===== src/rtl/core/tcsv_pkg.sv =====
// Package for the two-column CSV tokenizer: beat payload types, parser
// mode type, character constants and error codes. No dependencies.
`default_nettype none

package tcsv_pkg;

  localparam logic [7:0] CH_QUOTE = 8'h22;
  localparam logic [7:0] CH_COMMA = 8'h2C;
  localparam logic [7:0] CH_LF    = 8'h0A;
  localparam logic [7:0] CH_CR    = 8'h0D;

  localparam logic [2:0] ERR_NONE         = 3'd0;
  localparam logic [2:0] ERR_COLUMN_COUNT = 3'd1;
  localparam logic [2:0] ERR_EMPTY_VIEW   = 3'd2;
  localparam logic [2:0] ERR_EMPTY_MSG    = 3'd3;
  localparam logic [2:0] ERR_AFTER_QUOTE  = 3'd4;
  localparam logic [2:0] ERR_STRAY_QUOTE  = 3'd5;
  localparam logic [2:0] ERR_UNTERMINATED = 3'd6;

  typedef enum logic [1:0] {
    MODE_PLAIN      = 2'd0,
    MODE_QUOTED     = 2'd1,
    MODE_QUOTE_SEEN = 2'd2,
    MODE_CLOSED     = 2'd3
  } mode_t;

  typedef struct packed {
    logic [7:0] text_byte;
    logic       end_of_text;
  } item_t;

  typedef struct packed {
    logic       byte_valid;
    logic [7:0] field_byte;
    logic [1:0] column;
    logic       field_end;
    logic       record_end;
    logic       error_flag;
    logic [2:0] error_code;
    logic       text_done;
  } result_t;

endpackage

`default_nettype wire


===== src/rtl/core/two_column_csv_tokenizer.sv =====
// Two-column CSV tokenizer: one text byte or end-of-text marker per input
// beat, one result beat per input beat. Depends on tcsv_pkg.
//
// Usage: the item channel (item_valid, item_stall, item) carries one CSV
// byte or an end-of-text marker per beat. The result channel (result_valid,
// result_stall, result) returns exactly one beat per item: a field byte
// with its column, field and record end marks, the first error, and the
// end-of-text acknowledge.
// The registered result appears in the cycle after acceptance. Throughput
// is one item per cycle while result_stall is low, set by the single
// parser state update between the item boundary and the result register.
// The result register frees itself in the same cycle it is taken, so
// item_stall is high only while a result is held and result_stall is high.
// Reset clears the parser state and empties the result register. An
// end-of-text beat flushes a pending record and returns the parser to its
// reset state. After an error, byte beats give empty results until end of
// text.
`default_nettype none

module two_column_csv_tokenizer
  import tcsv_pkg::*;
(
  input  wire logic    clk,
  input  wire logic    rst,
  input  wire logic    item_valid,
  output logic         item_stall,
  input  wire item_t   item,
  output logic         result_valid,
  input  wire logic    result_stall,
  output result_t      result
);

  mode_t      mode, mode_next;
  logic       plain_char, plain_char_next;
  logic       field_not_empty, field_not_empty_next;
  logic [1:0] columns_seen, columns_seen_next;
  logic       view_not_empty, view_not_empty_next;
  logic       swallow_lf, swallow_lf_next;
  logic       failed, failed_next;
  result_t    res;
  logic       accept;

  logic       skip;
  logic       fin;
  logic       fin_rec;
  logic       emit;
  logic [7:0] emit_byte;
  logic       raise;
  logic [2:0] raise_code;
  logic       is_comma;
  logic       is_eol;
  logic [1:0] cur_column;

  assign item_stall = result_valid && result_stall;
  assign accept     = item_valid && !item_stall;
  assign is_comma   = (item.text_byte == CH_COMMA);
  assign is_eol     = (item.text_byte == CH_LF) || (item.text_byte == CH_CR);
  assign cur_column = (columns_seen >= 2'd2) ? 2'd2 : columns_seen;

  always_ff @(posedge clk) begin
    if (rst) begin
      mode            <= MODE_PLAIN;
      plain_char      <= 1'b0;
      field_not_empty <= 1'b0;
      columns_seen    <= 2'd0;
      view_not_empty  <= 1'b0;
      swallow_lf      <= 1'b0;
      failed          <= 1'b0;
    end else if (accept) begin
      mode            <= mode_next;
      plain_char      <= plain_char_next;
      field_not_empty <= field_not_empty_next;
      columns_seen    <= columns_seen_next;
      view_not_empty  <= view_not_empty_next;
      swallow_lf      <= swallow_lf_next;
      failed          <= failed_next;
    end
  end

  always_comb begin
    mode_next            = mode;
    plain_char_next      = plain_char;
    field_not_empty_next = field_not_empty;
    columns_seen_next    = columns_seen;
    view_not_empty_next  = view_not_empty;
    swallow_lf_next      = swallow_lf;
    failed_next          = failed;
    res                  = '0;
    skip                 = 1'b0;
    fin                  = 1'b0;
    fin_rec              = 1'b0;
    emit                 = 1'b0;
    emit_byte            = item.text_byte;
    raise                = 1'b0;
    raise_code           = ERR_NONE;

    if (item.end_of_text) begin
      res.text_done = 1'b1;
      if (!failed) begin
        if (mode == MODE_QUOTED) begin
          raise      = 1'b1;
          raise_code = ERR_UNTERMINATED;
        end else if (mode != MODE_PLAIN || plain_char || columns_seen != 2'd0) begin
          fin     = 1'b1;
          fin_rec = 1'b1;
        end
      end
    end else if (!failed) begin
      if (swallow_lf) begin
        swallow_lf_next = 1'b0;
        skip            = (item.text_byte == CH_LF);
      end
      if (!skip) begin
        unique case (mode)
          MODE_QUOTED: begin
            if (item.text_byte == CH_QUOTE) begin
              mode_next = MODE_QUOTE_SEEN;
            end else begin
              emit = 1'b1;
            end
          end
          MODE_QUOTE_SEEN, MODE_CLOSED: begin
            if (mode == MODE_QUOTE_SEEN && item.text_byte == CH_QUOTE) begin
              emit      = 1'b1;
              emit_byte = CH_QUOTE;
              mode_next = MODE_QUOTED;
            end else if (is_comma || is_eol) begin
              fin     = 1'b1;
              fin_rec = is_eol;
            end else begin
              raise      = 1'b1;
              raise_code = ERR_AFTER_QUOTE;
            end
          end
          default: begin
            if (is_comma || is_eol) begin
              fin     = 1'b1;
              fin_rec = is_eol;
            end else if (item.text_byte == CH_QUOTE) begin
              if (plain_char) begin
                raise      = 1'b1;
                raise_code = ERR_STRAY_QUOTE;
              end else begin
                mode_next = MODE_QUOTED;
              end
            end else begin
              plain_char_next = 1'b1;
              emit            = 1'b1;
            end
          end
        endcase
        if (fin && item.text_byte == CH_CR) begin
          swallow_lf_next = 1'b1;
        end
      end
    end

    if (emit) begin
      res.byte_valid       = 1'b1;
      res.field_byte       = emit_byte;
      res.column           = cur_column;
      field_not_empty_next = 1'b1;
    end

    if (fin) begin
      res.field_end = 1'b1;
      res.column    = cur_column;
      if (fin_rec) begin
        if (columns_seen != 2'd1) begin
          raise      = 1'b1;
          raise_code = ERR_COLUMN_COUNT;
        end else if (!view_not_empty) begin
          raise      = 1'b1;
          raise_code = ERR_EMPTY_VIEW;
        end else if (!field_not_empty) begin
          raise      = 1'b1;
          raise_code = ERR_EMPTY_MSG;
        end else begin
          res.record_end = 1'b1;
        end
        columns_seen_next   = 2'd0;
        view_not_empty_next = 1'b0;
      end else begin
        if (columns_seen == 2'd0) begin
          view_not_empty_next = field_not_empty;
        end
        if (columns_seen != 2'd3) begin
          columns_seen_next = columns_seen + 2'd1;
        end
      end
      plain_char_next      = 1'b0;
      field_not_empty_next = 1'b0;
      mode_next            = MODE_PLAIN;
    end

    if (raise) begin
      if (!failed) begin
        res.error_flag = 1'b1;
        res.error_code = raise_code;
      end
      failed_next = 1'b1;
    end

    if (item.end_of_text) begin
      mode_next            = MODE_PLAIN;
      plain_char_next      = 1'b0;
      field_not_empty_next = 1'b0;
      columns_seen_next    = 2'd0;
      view_not_empty_next  = 1'b0;
      swallow_lf_next      = 1'b0;
      failed_next          = 1'b0;
    end
  end

  always_ff @(posedge clk) begin
    if (rst) begin
      result_valid <= 1'b0;
    end else if (accept) begin
      result_valid <= 1'b1;
    end else if (!result_stall) begin
      result_valid <= 1'b0;
    end
  end

  always_ff @(posedge clk) begin
    if (accept) begin
      result <= res;
    end
  end

endmodule

`default_nettype wire

===== config.mk =====
export PLATFORM = sky130hd
export DESIGN_NAME = two_column_csv_tokenizer
export DESIGN_NICKNAME = d
export VERILOG_FILES = /design/src/rtl/core/tcsv_pkg.sv /design/src/rtl/core/two_column_csv_tokenizer.sv
export SDC_FILE = /design/constraint.sdc
export NUM_CORES = 1
export LEC_CHECK = 0
export ABC_AREA = 0
export BUFFER_PORTS_ARGS = -buffer_cell sky130_fd_sc_hd__clkbuf_2
export CORE_MARGIN = 2
export CORE_UTILIZATION = 38
export DETAILED_ROUTE_END_ITERATION = 10
export GPL_TIMING_DRIVEN = 1
export PLACE_DENSITY_LB_ADDON = 0.1
export SYNTH_ARGS = -nofsm -noshare
export SYNTH_HDL_FRONTEND = slang
export SYNTH_SLANG_ARGS = --single-unit

===== constraint.sdc =====
create_clock -name clk -period 6 [get_ports clk]
set_clock_uncertainty 0.1 [all_clocks]
set_input_delay 0.6 -clock clk [delete_from_list [all_inputs] [get_ports clk]]
set_output_delay 0.6 -clock clk [all_outputs]
set_load 0.02 [all_outputs]

==> impl_metrics.env, run 1 <==
export IMPL_hold_ws_ns=0.4259
export IMPL_hold_start="swallow_lf"
export IMPL_timing_rr_end="result[1]"
export IMPL_tightest_slew_ns=0.8272
export IMPL_top_layer="met4"
export IMPL_dp_cells=234
export IMPL_cellLeakagePower_nw=0.7078
export IMPL_hp_class="reg2reg"
export IMPL_drive_gt1_frac=0.2447
export IMPL_dpl_cell_area_um2=1807
export IMPL_run_status="complete, no violations"
export IMPL_relSlewSlack=0.4479
export IMPL_antenna_left=0
export IMPL_timing_reg2reg_worst_path_depth=5
export IMPL_post_cts_buffers=0
export IMPL_synthCells=160
export IMPL_layout_common_cells="clkbuf_2 (32), edfxtp_1 (18), nor2_1 (17)"
export IMPL_post_route_period_util=0.3854
export IMPL_dr_wl_met2_mm=1.771
export IMPL_critPathRequiredTime_ns=6.11
export IMPL_drt_pre_antenna_iters=4
export IMPL_vdd_drop_max_mv=0.07280
export IMPL_wl_met3_um=242
export IMPL_area_delta_synth_final_pct=15.26
export IMPL_worstPathMaxFanout=6
export IMPL_worst_r2r_startpoint="swallow_lf"
export IMPL_rsz0062_at_grt="false"
export IMPL_grt_pass1_vias=1244
export IMPL_rows=23
export IMPL_cts_htree_levels=1
export IMPL_vias_per_cell=5.534
export IMPL_wire_per_inst_um=15.51
export IMPL_place_detailed_hpwl_mm=2.872
export IMPL_die_area_um2=4789
export IMPL_clock_latency_ns=0.28
export IMPL_vias=1317
export IMPL_layout_cells_non_filler=238
export IMPL_wirelength_mm=3.692
export IMPL_grt_max_degree=23
export IMPL_p_total_mw=0.3987
export IMPL_slew_violations=0
export IMPL_synth_seq_cells=28
export IMPL_gp_congestion=0.8588
export IMPL_layout_commonest_cell="clkbuf_2"
export IMPL_crit_path_start_kind="input port"
export IMPL_synth_top_area_frac=0.3346
export IMPL_finalSetupViolCount=0
export IMPL_cts_tree="built"
export IMPL_synth_warnings=0
export IMPL_postLayoutCoreUtil=0.4588
export IMPL_place_worst_setup_slack_ns=3.420
export IMPL_die_h_um=69.20
export IMPL_min_period_ns=2.313
export IMPL_io_buffers=32
export IMPL_p_per_area_nw_per_um2=214.2
export IMPL_die_w_um=69.20
export IMPL_clkSinkCount=28
export IMPL_hold_end="swallow_lf"
export IMPL_synth_edf_count=18
export IMPL_synth_distinct_cells=51
export IMPL_cts_hold_buffers=0
export IMPL_final_setup_tns_ns=0
export IMPL_r2r_setup_slack_ns=3.83
export IMPL_synth_nets=178
export IMPL_diodes=0
export IMPL_fillCellCount=396
export IMPL_setup_worst_path_end_class="flop"
export IMPL_grt_overflow_total=0
export IMPL_synthesis_area_um2=1615
export IMPL_ctsResizeCount=0
export IMPL_met1Wirelength_mm=1.649
export IMPL_worst_ep_arrival_time_ns=2.42
export IMPL_grt_first_pass_wirelength_mm=6.210
export IMPL_synthTopCellsByArea="edfxtp_1 (33%), dfxtp_1 (12%), and2_1 (4.3%)"
export IMPL_clkTransAtPathRegs_ns=0.10
export IMPL_io_pin_count=33
export IMPL_hold_viol=0
export IMPL_crit_family="simple AND/OR/NAND/NOR gates"
export IMPL_clock_root_buffer="clkbuf_8"
export IMPL_fin_ws_ns=3.687
export IMPL_slowest_delay_ns=0.70
export IMPL_cap_violations=0
export IMPL_yosysTopAreaCell="edfxtp_1"
export IMPL_syn_area_per_cell_um2=10.10
export IMPL_critical_path_class="in2reg"
export IMPL_grt_use_total=0.1575
export IMPL_cp_slowest_cell="or4b_1"
export IMPL_final_nets=207
export IMPL_drcViolationCount=0
export IMPL_core_um2=4058
export IMPL_start_util=0.3981
export IMPL_antenna_found_initial=0
export IMPL_stdcell_area_um2=1862
export IMPL_ys_flop_type="edfxtp_1"
export IMPL_fmax_mhz=432.4
export IMPL_clockBufferDepth=2
export IMPL_seq_area_frac_synth=0.4586
export IMPL_first_iter_violations=135
export IMPL_synthArstFlopShare=0
export IMPL_hold_path_depth=2
export IMPL_path_cells="clkbuf_2 > or4b_1 > nor3_2 > nand3_1 > or4_1 > o211ai_1"
export IMPL_numCtsBuffers=3
export IMPL_crit_buf_inv=1
kinds of logic (layout without fill, tap and decap cells):
group | after synthesis | count (layout) | share of synthesized area
XOR/XNOR | 1 | 1 | 0.005423
adder cells (fa/ha/maj) | 5 | 5 | 0.03873
flip-flops | 28 | 28 | 0.4586
AND/OR/NAND/NOR | 73 | 73 | 0.2719
buffers and inverters | 17 | 45 | 0.04028
AO/OA/AOI/OAI | 36 | 36 | 0.1851
routing by layer:
layer	track usage	vias up
met1	0.2286	613
met3	0.01890	4
li1	-	651
met2	0.2532	49
met5	0	-
met4	0.03268	0
worst reg2reg max path, cell delays in order, from the launching register on:
cell	delay (ns)
dfxtp_1	0.36
or4b_4	0.57
a2111oi_4	0.44
a22oi_2	0.18
o2bb2ai_1	0.18
a22oi_1	0.08
worst max path at each step:
| stage | start | end | depth (start not counted) |
|---|---|---|---|
| 6_report | item[8] | view_not_empty | 6 |
| 5_1_grt | item[8] | columns_seen[1] | 6 |
| 4_1_cts | item[8] | view_not_empty | 6 |
| 3_5_place_dp | item[8] | view_not_empty | 6 |
| 3_3_place_gp | item[8] | view_not_empty | 6 |
| 2_1_floorplan | item[6] | result[14] | 7 |
area by class of cell:
class	count	area, um2	area share
Clock buffer	4	55.05	0.02957
Inverter	9	33.78	0.01815
Multi-Input combinational cell	115	809.5	0.4348
Sequential cell	28	740.7	0.3978
Tap cell	50	62.56	0.03360
Timing Repair Buffer	32	160.2	0.08602
synthesized netlist by cell type (all sizes together) (2+ instances only):
master,count
nand2,8
nand2b,3
o21ai,4
a2111oi,2
nor2,17
or4b,2
a21oi,9
or3,3
nor4bb,2
nor2b,5
nor4,3
o22ai,2
ha,5
a22oi,2
clkbuf,7
a31oi,2
nor4b,2
o211ai,2
nor3,4
inv,9
and2,11
nand3,5
edfxtp,18
and3,2
dfxtp,10
a32o,3
report_power, final:
group / internal, mW / switching (mW) / total (mW)
clock: 0.0588 / 0.0603 / 0.119
combinational: 0.0203 / 0.0406 / 0.0609
sequential: 0.215 / 0.00351 / 0.219
sequential cells by signal (all words and copies together), names as in the netlist:
signal	flops
columns_seen	2
failed	1
field_not_empty	1
mode	2
plain_char	1
result	18
result_valid	1
swallow_lf	1
view_not_empty	1
Note: power is estimated with default switching activity, not from simulation.
==> run 2, diff against run 1 <==
ABC_AREA = 1   (was 0)
clock period = 2.04 ns   (was 6 ns; I/O delays follow)
==> run 2 against run 1 <==
  * Clock power rose to 2.5 times the previous value
  * Critical path depth up 2
  * Worst hold slack worse by 0.39 ns
  * Global-route usage down 1.8 points
  * Die area up 0.65%
  * Total power rose to 3.1 times the previous value
  * Sequential share of layout area down 0.84 points
  * Via count up 1.6%
  * First-iteration DRC count down 53%
  * Combinational power rose to 4.3 times the previous value
==> impl_metrics.env, run 2 <==
export IMPL_regMostFlops="result"
export IMPL_die_h_um=69.43
export IMPL_slew_violations=0
export IMPL_grt_overflow_total=0
export IMPL_grt_use_total=0.1396
export IMPL_hp_class="in2reg"
export IMPL_run_status="complete, no violations"
export IMPL_worstPathMaxFanout=5
export IMPL_hold_ws_ns=0.03505
export IMPL_worst_path_stages=8
export IMPL_area_delta_synth_final_pct=16.92
export IMPL_fmax_mhz=574.7
export IMPL_rows=23
export IMPL_wirelength_mm=3.187
export IMPL_clock_latency_ns=0.27
export IMPL_p_per_area_nw_per_um2=646.7
export IMPL_grt_max_degree=16
export IMPL_die_w_um=69.43
export IMPL_critPathRequiredTime_ns=1.98
export IMPL_crit_path_start_kind="flop"
export IMPL_layout_common_cells="nand2_1 (39), clkbuf_2 (32), nor2_1 (28)"
export IMPL_tightest_slew_ns=0.3322
export IMPL_rsz0062_at_grt="false"
export IMPL_worstSetupEndpoint="result[8]"
export IMPL_intPower_mw=0.8665
export IMPL_finalSetupViolCount=0
export IMPL_wire_per_inst_um=11.14
export IMPL_synthTopCellsByArea="edfxtp_1 (33%), dfxtp_1 (12%), nand2_1 (9.0%)"
export IMPL_cp_slowest_cell="dfxtp_1"
export IMPL_antenna_found_initial=0
export IMPL_pwr_share_comb=0.215
export IMPL_crit_family="simple AND/OR/NAND/NOR gates"
export IMPL_first_iter_violations=63
export IMPL_post_cts_buffers=0
export IMPL_hold_viol=0
export IMPL_layout_cells_non_filler=286
export IMPL_synthesis_area_um2=1627
export IMPL_timing_reg2reg_worst_path_depth=8
export IMPL_cts_htree_levels=1
export IMPL_swShare=0.2954
export IMPL_synth_nets=218
export IMPL_core_um2=4058
export IMPL_synthTopCellsByCount="nand2_1 (39), nor2_1 (28), edfxtp_1 (18), nand3_1 (18)"
export IMPL_r2r_setup_slack_ns=0.30
export IMPL_timing_rr_end="result[8]"
export IMPL_grt_pass1_vias=1232
export IMPL_synthArstFlopShare=0
export IMPL_yosysTopAreaCell="edfxtp_1"
export IMPL_ctsResizeCount=0
export IMPL_seq_area_frac_synth=0.4554
export IMPL_synth_top_area_frac=0.3323
export IMPL_clockBufferDepth=2
export IMPL_crit_buf_inv=2
export IMPL_clkTransAtPathRegs_ns=0.09
export IMPL_slowest_delay_ns=0.36
export IMPL_io_buffers=32
export IMPL_timing_critical_path_mode_cell="nor2_1"
export IMPL_relSlewSlack=0.7762
export IMPL_vias=1338
export IMPL_cts_hold_buffers=0
export IMPL_final_nets=256
export IMPL_synth_seq_cells=28
export IMPL_dp_cells=283
export IMPL_drive_gt1_frac=0.3390
export IMPL_clkSinkCount=28
export IMPL_p_sw_mw=0.3633
export IMPL_crit_start="columns_seen[0]"
export IMPL_cap_violations=0
export IMPL_numCtsBuffers=3
export IMPL_setup_worst_path_end_class="flop"
export IMPL_antenna_left=0
export IMPL_synth_warnings=0
export IMPL_min_period_ns=1.740
export IMPL_largest_reg_flops=18
export IMPL_critical_path_class="reg2reg"
export IMPL_yosysMostFrequentCell="nand2_1"
export IMPL_start_util=0.4009
export IMPL_worst_ep_arrival_time_ns=1.68
export IMPL_clkPwrFrac=0.244
export IMPL_gp_congestion=0.8211
export IMPL_cts_tree="built"
export IMPL_reg_top3="result (18), columns_seen (2), mode (2)"
export IMPL_worst_r2r_startpoint="columns_seen[0]"
export IMPL_drcViolationCount=0
export IMPL_seqPwrFrac=0.541
export IMPL_diodes=0
export IMPL_clock_root_buffer="clkbuf_8"
export IMPL_dpl_cell_area_um2=1861
export IMPL_drt_pre_antenna_iters=4
export IMPL_post_route_period_util=0.8529
export IMPL_io_pin_count=33
export IMPL_grt_first_pass_wirelength_mm=5.630
export IMPL_cellLeakagePower_nw=0.9041
export IMPL_ys_flop_type="edfxtp_1"
export IMPL_layout_commonest_cell="nand2_1"
export IMPL_die_area_um2=4820
export IMPL_syn_area_per_cell_um2=8.133
export IMPL_path_cells="inv_1 > ha_1 > nor3b_1 > nor2_1 > inv_2 > o21ai_1 > nor2_1 > nor2_1"
export IMPL_place_detailed_hpwl_mm=2.562
export IMPL_synth_edf_count=18
export IMPL_final_setup_tns_ns=0
export IMPL_vias_per_cell=4.678
export IMPL_vdd_drop_max_mv=0.2280
export IMPL_synthCells=200
export IMPL_stdcell_area_um2=1902
export IMPL_synth_distinct_cells=28
==> run 2: changes by cell type after synthesis, moves of 5 or more <==
| cell | previous run | this run |
|---|---|---|
| inv_2 | 0 | 16 |
| nand3_1 | 5 | 18 |
| nand2_1 | 8 | 39 |
| nor2_2 | 0 | 6 |
| clkbuf_1 | 7 | 0 |
| nor2_1 | 17 | 28 |
| nand2_2 | 0 | 8 |
| and2_1 | 11 | 0 |
| inv_1 | 9 | 16 |
| nor2b_1 | 5 | 0 |
==> run 2: how the worst min path moves through the flow <==
stage	start	end	slack, ns	depth (start not counted)
final	rst	mode[1]	0.04	2
after CTS	rst	mode[1]	0.04	2
after global placement	rst	swallow_lf	0.33	2
after global routing	rst	mode[1]	0.04	2
after detailed placement	rst	mode[1]	0.33	2
after floorplan	rst	mode[1]	0.17	1
==> run 2: per-stage QoR <==
stage,setup WS (ns),power (mW),util
floorplan,0.009728,0.8669,-
global placement,0.2569,0.9481,0.4585
detailed placement,0.3052,0.9467,0.4585
CTS,0.2864,1.246,0.4687
global route,0.1612,1.297,0.4687
finish,0.3001,1.230,0.4687
==> run 2: cell families after synthesis <==
| kind of cell | after synthesis | synth area share |
|---|---|---|
| simple gates | 117 | 0.3662 |
| flops | 28 | 0.4554 |
| compound gates | 16 | 0.06153 |
| buf+inv | 34 | 0.07846 |
| fa+ha+maj | 5 | 0.03846 |
==> run 2: worst register-to-register path, cell delays in order (launching register included) <==
cell	delay, ns
dfxtp_1	0.36
inv_1	0.11
ha_1	0.21
nor3b_1	0.19
nor2_1	0.07
inv_2	0.11
o21ai_1	0.13
nor2_1	0.17
nor2_1	0.05
==> run 2: area by class of cell <==
cell class / count / area (um2)
fill: 418 / 2156
multi-input combinational: 138 / 758.2
sequential: 28 / 740.7
timing repair buffer: 34 / 175.2
inverter: 33 / 123.9
tap: 50 / 62.56
clock buffer: 3 / 41.29
==> run 2: per-layer routing <==
layer  part of all wire  wire length [um]  vias up  global-route usage
met5                  0                 0        -                   0
li1                   -                 -      718                   -
met3              0.043               138        4             0.01890
met2               0.44              1414       32              0.2212
met1               0.50              1609      584              0.2049
met4             0.0072                23        0             0.02614
==> run 2: power groups by stage <==
stage               combinational [mW]  sequential, mW  clock, mW
floorplan                        0.152           0.715          0
global placement                 0.268           0.680          0
detailed placement               0.267           0.680          0
CTS                              0.268           0.667      0.311
global route                     0.297           0.672      0.328
finish                           0.264           0.666      0.300
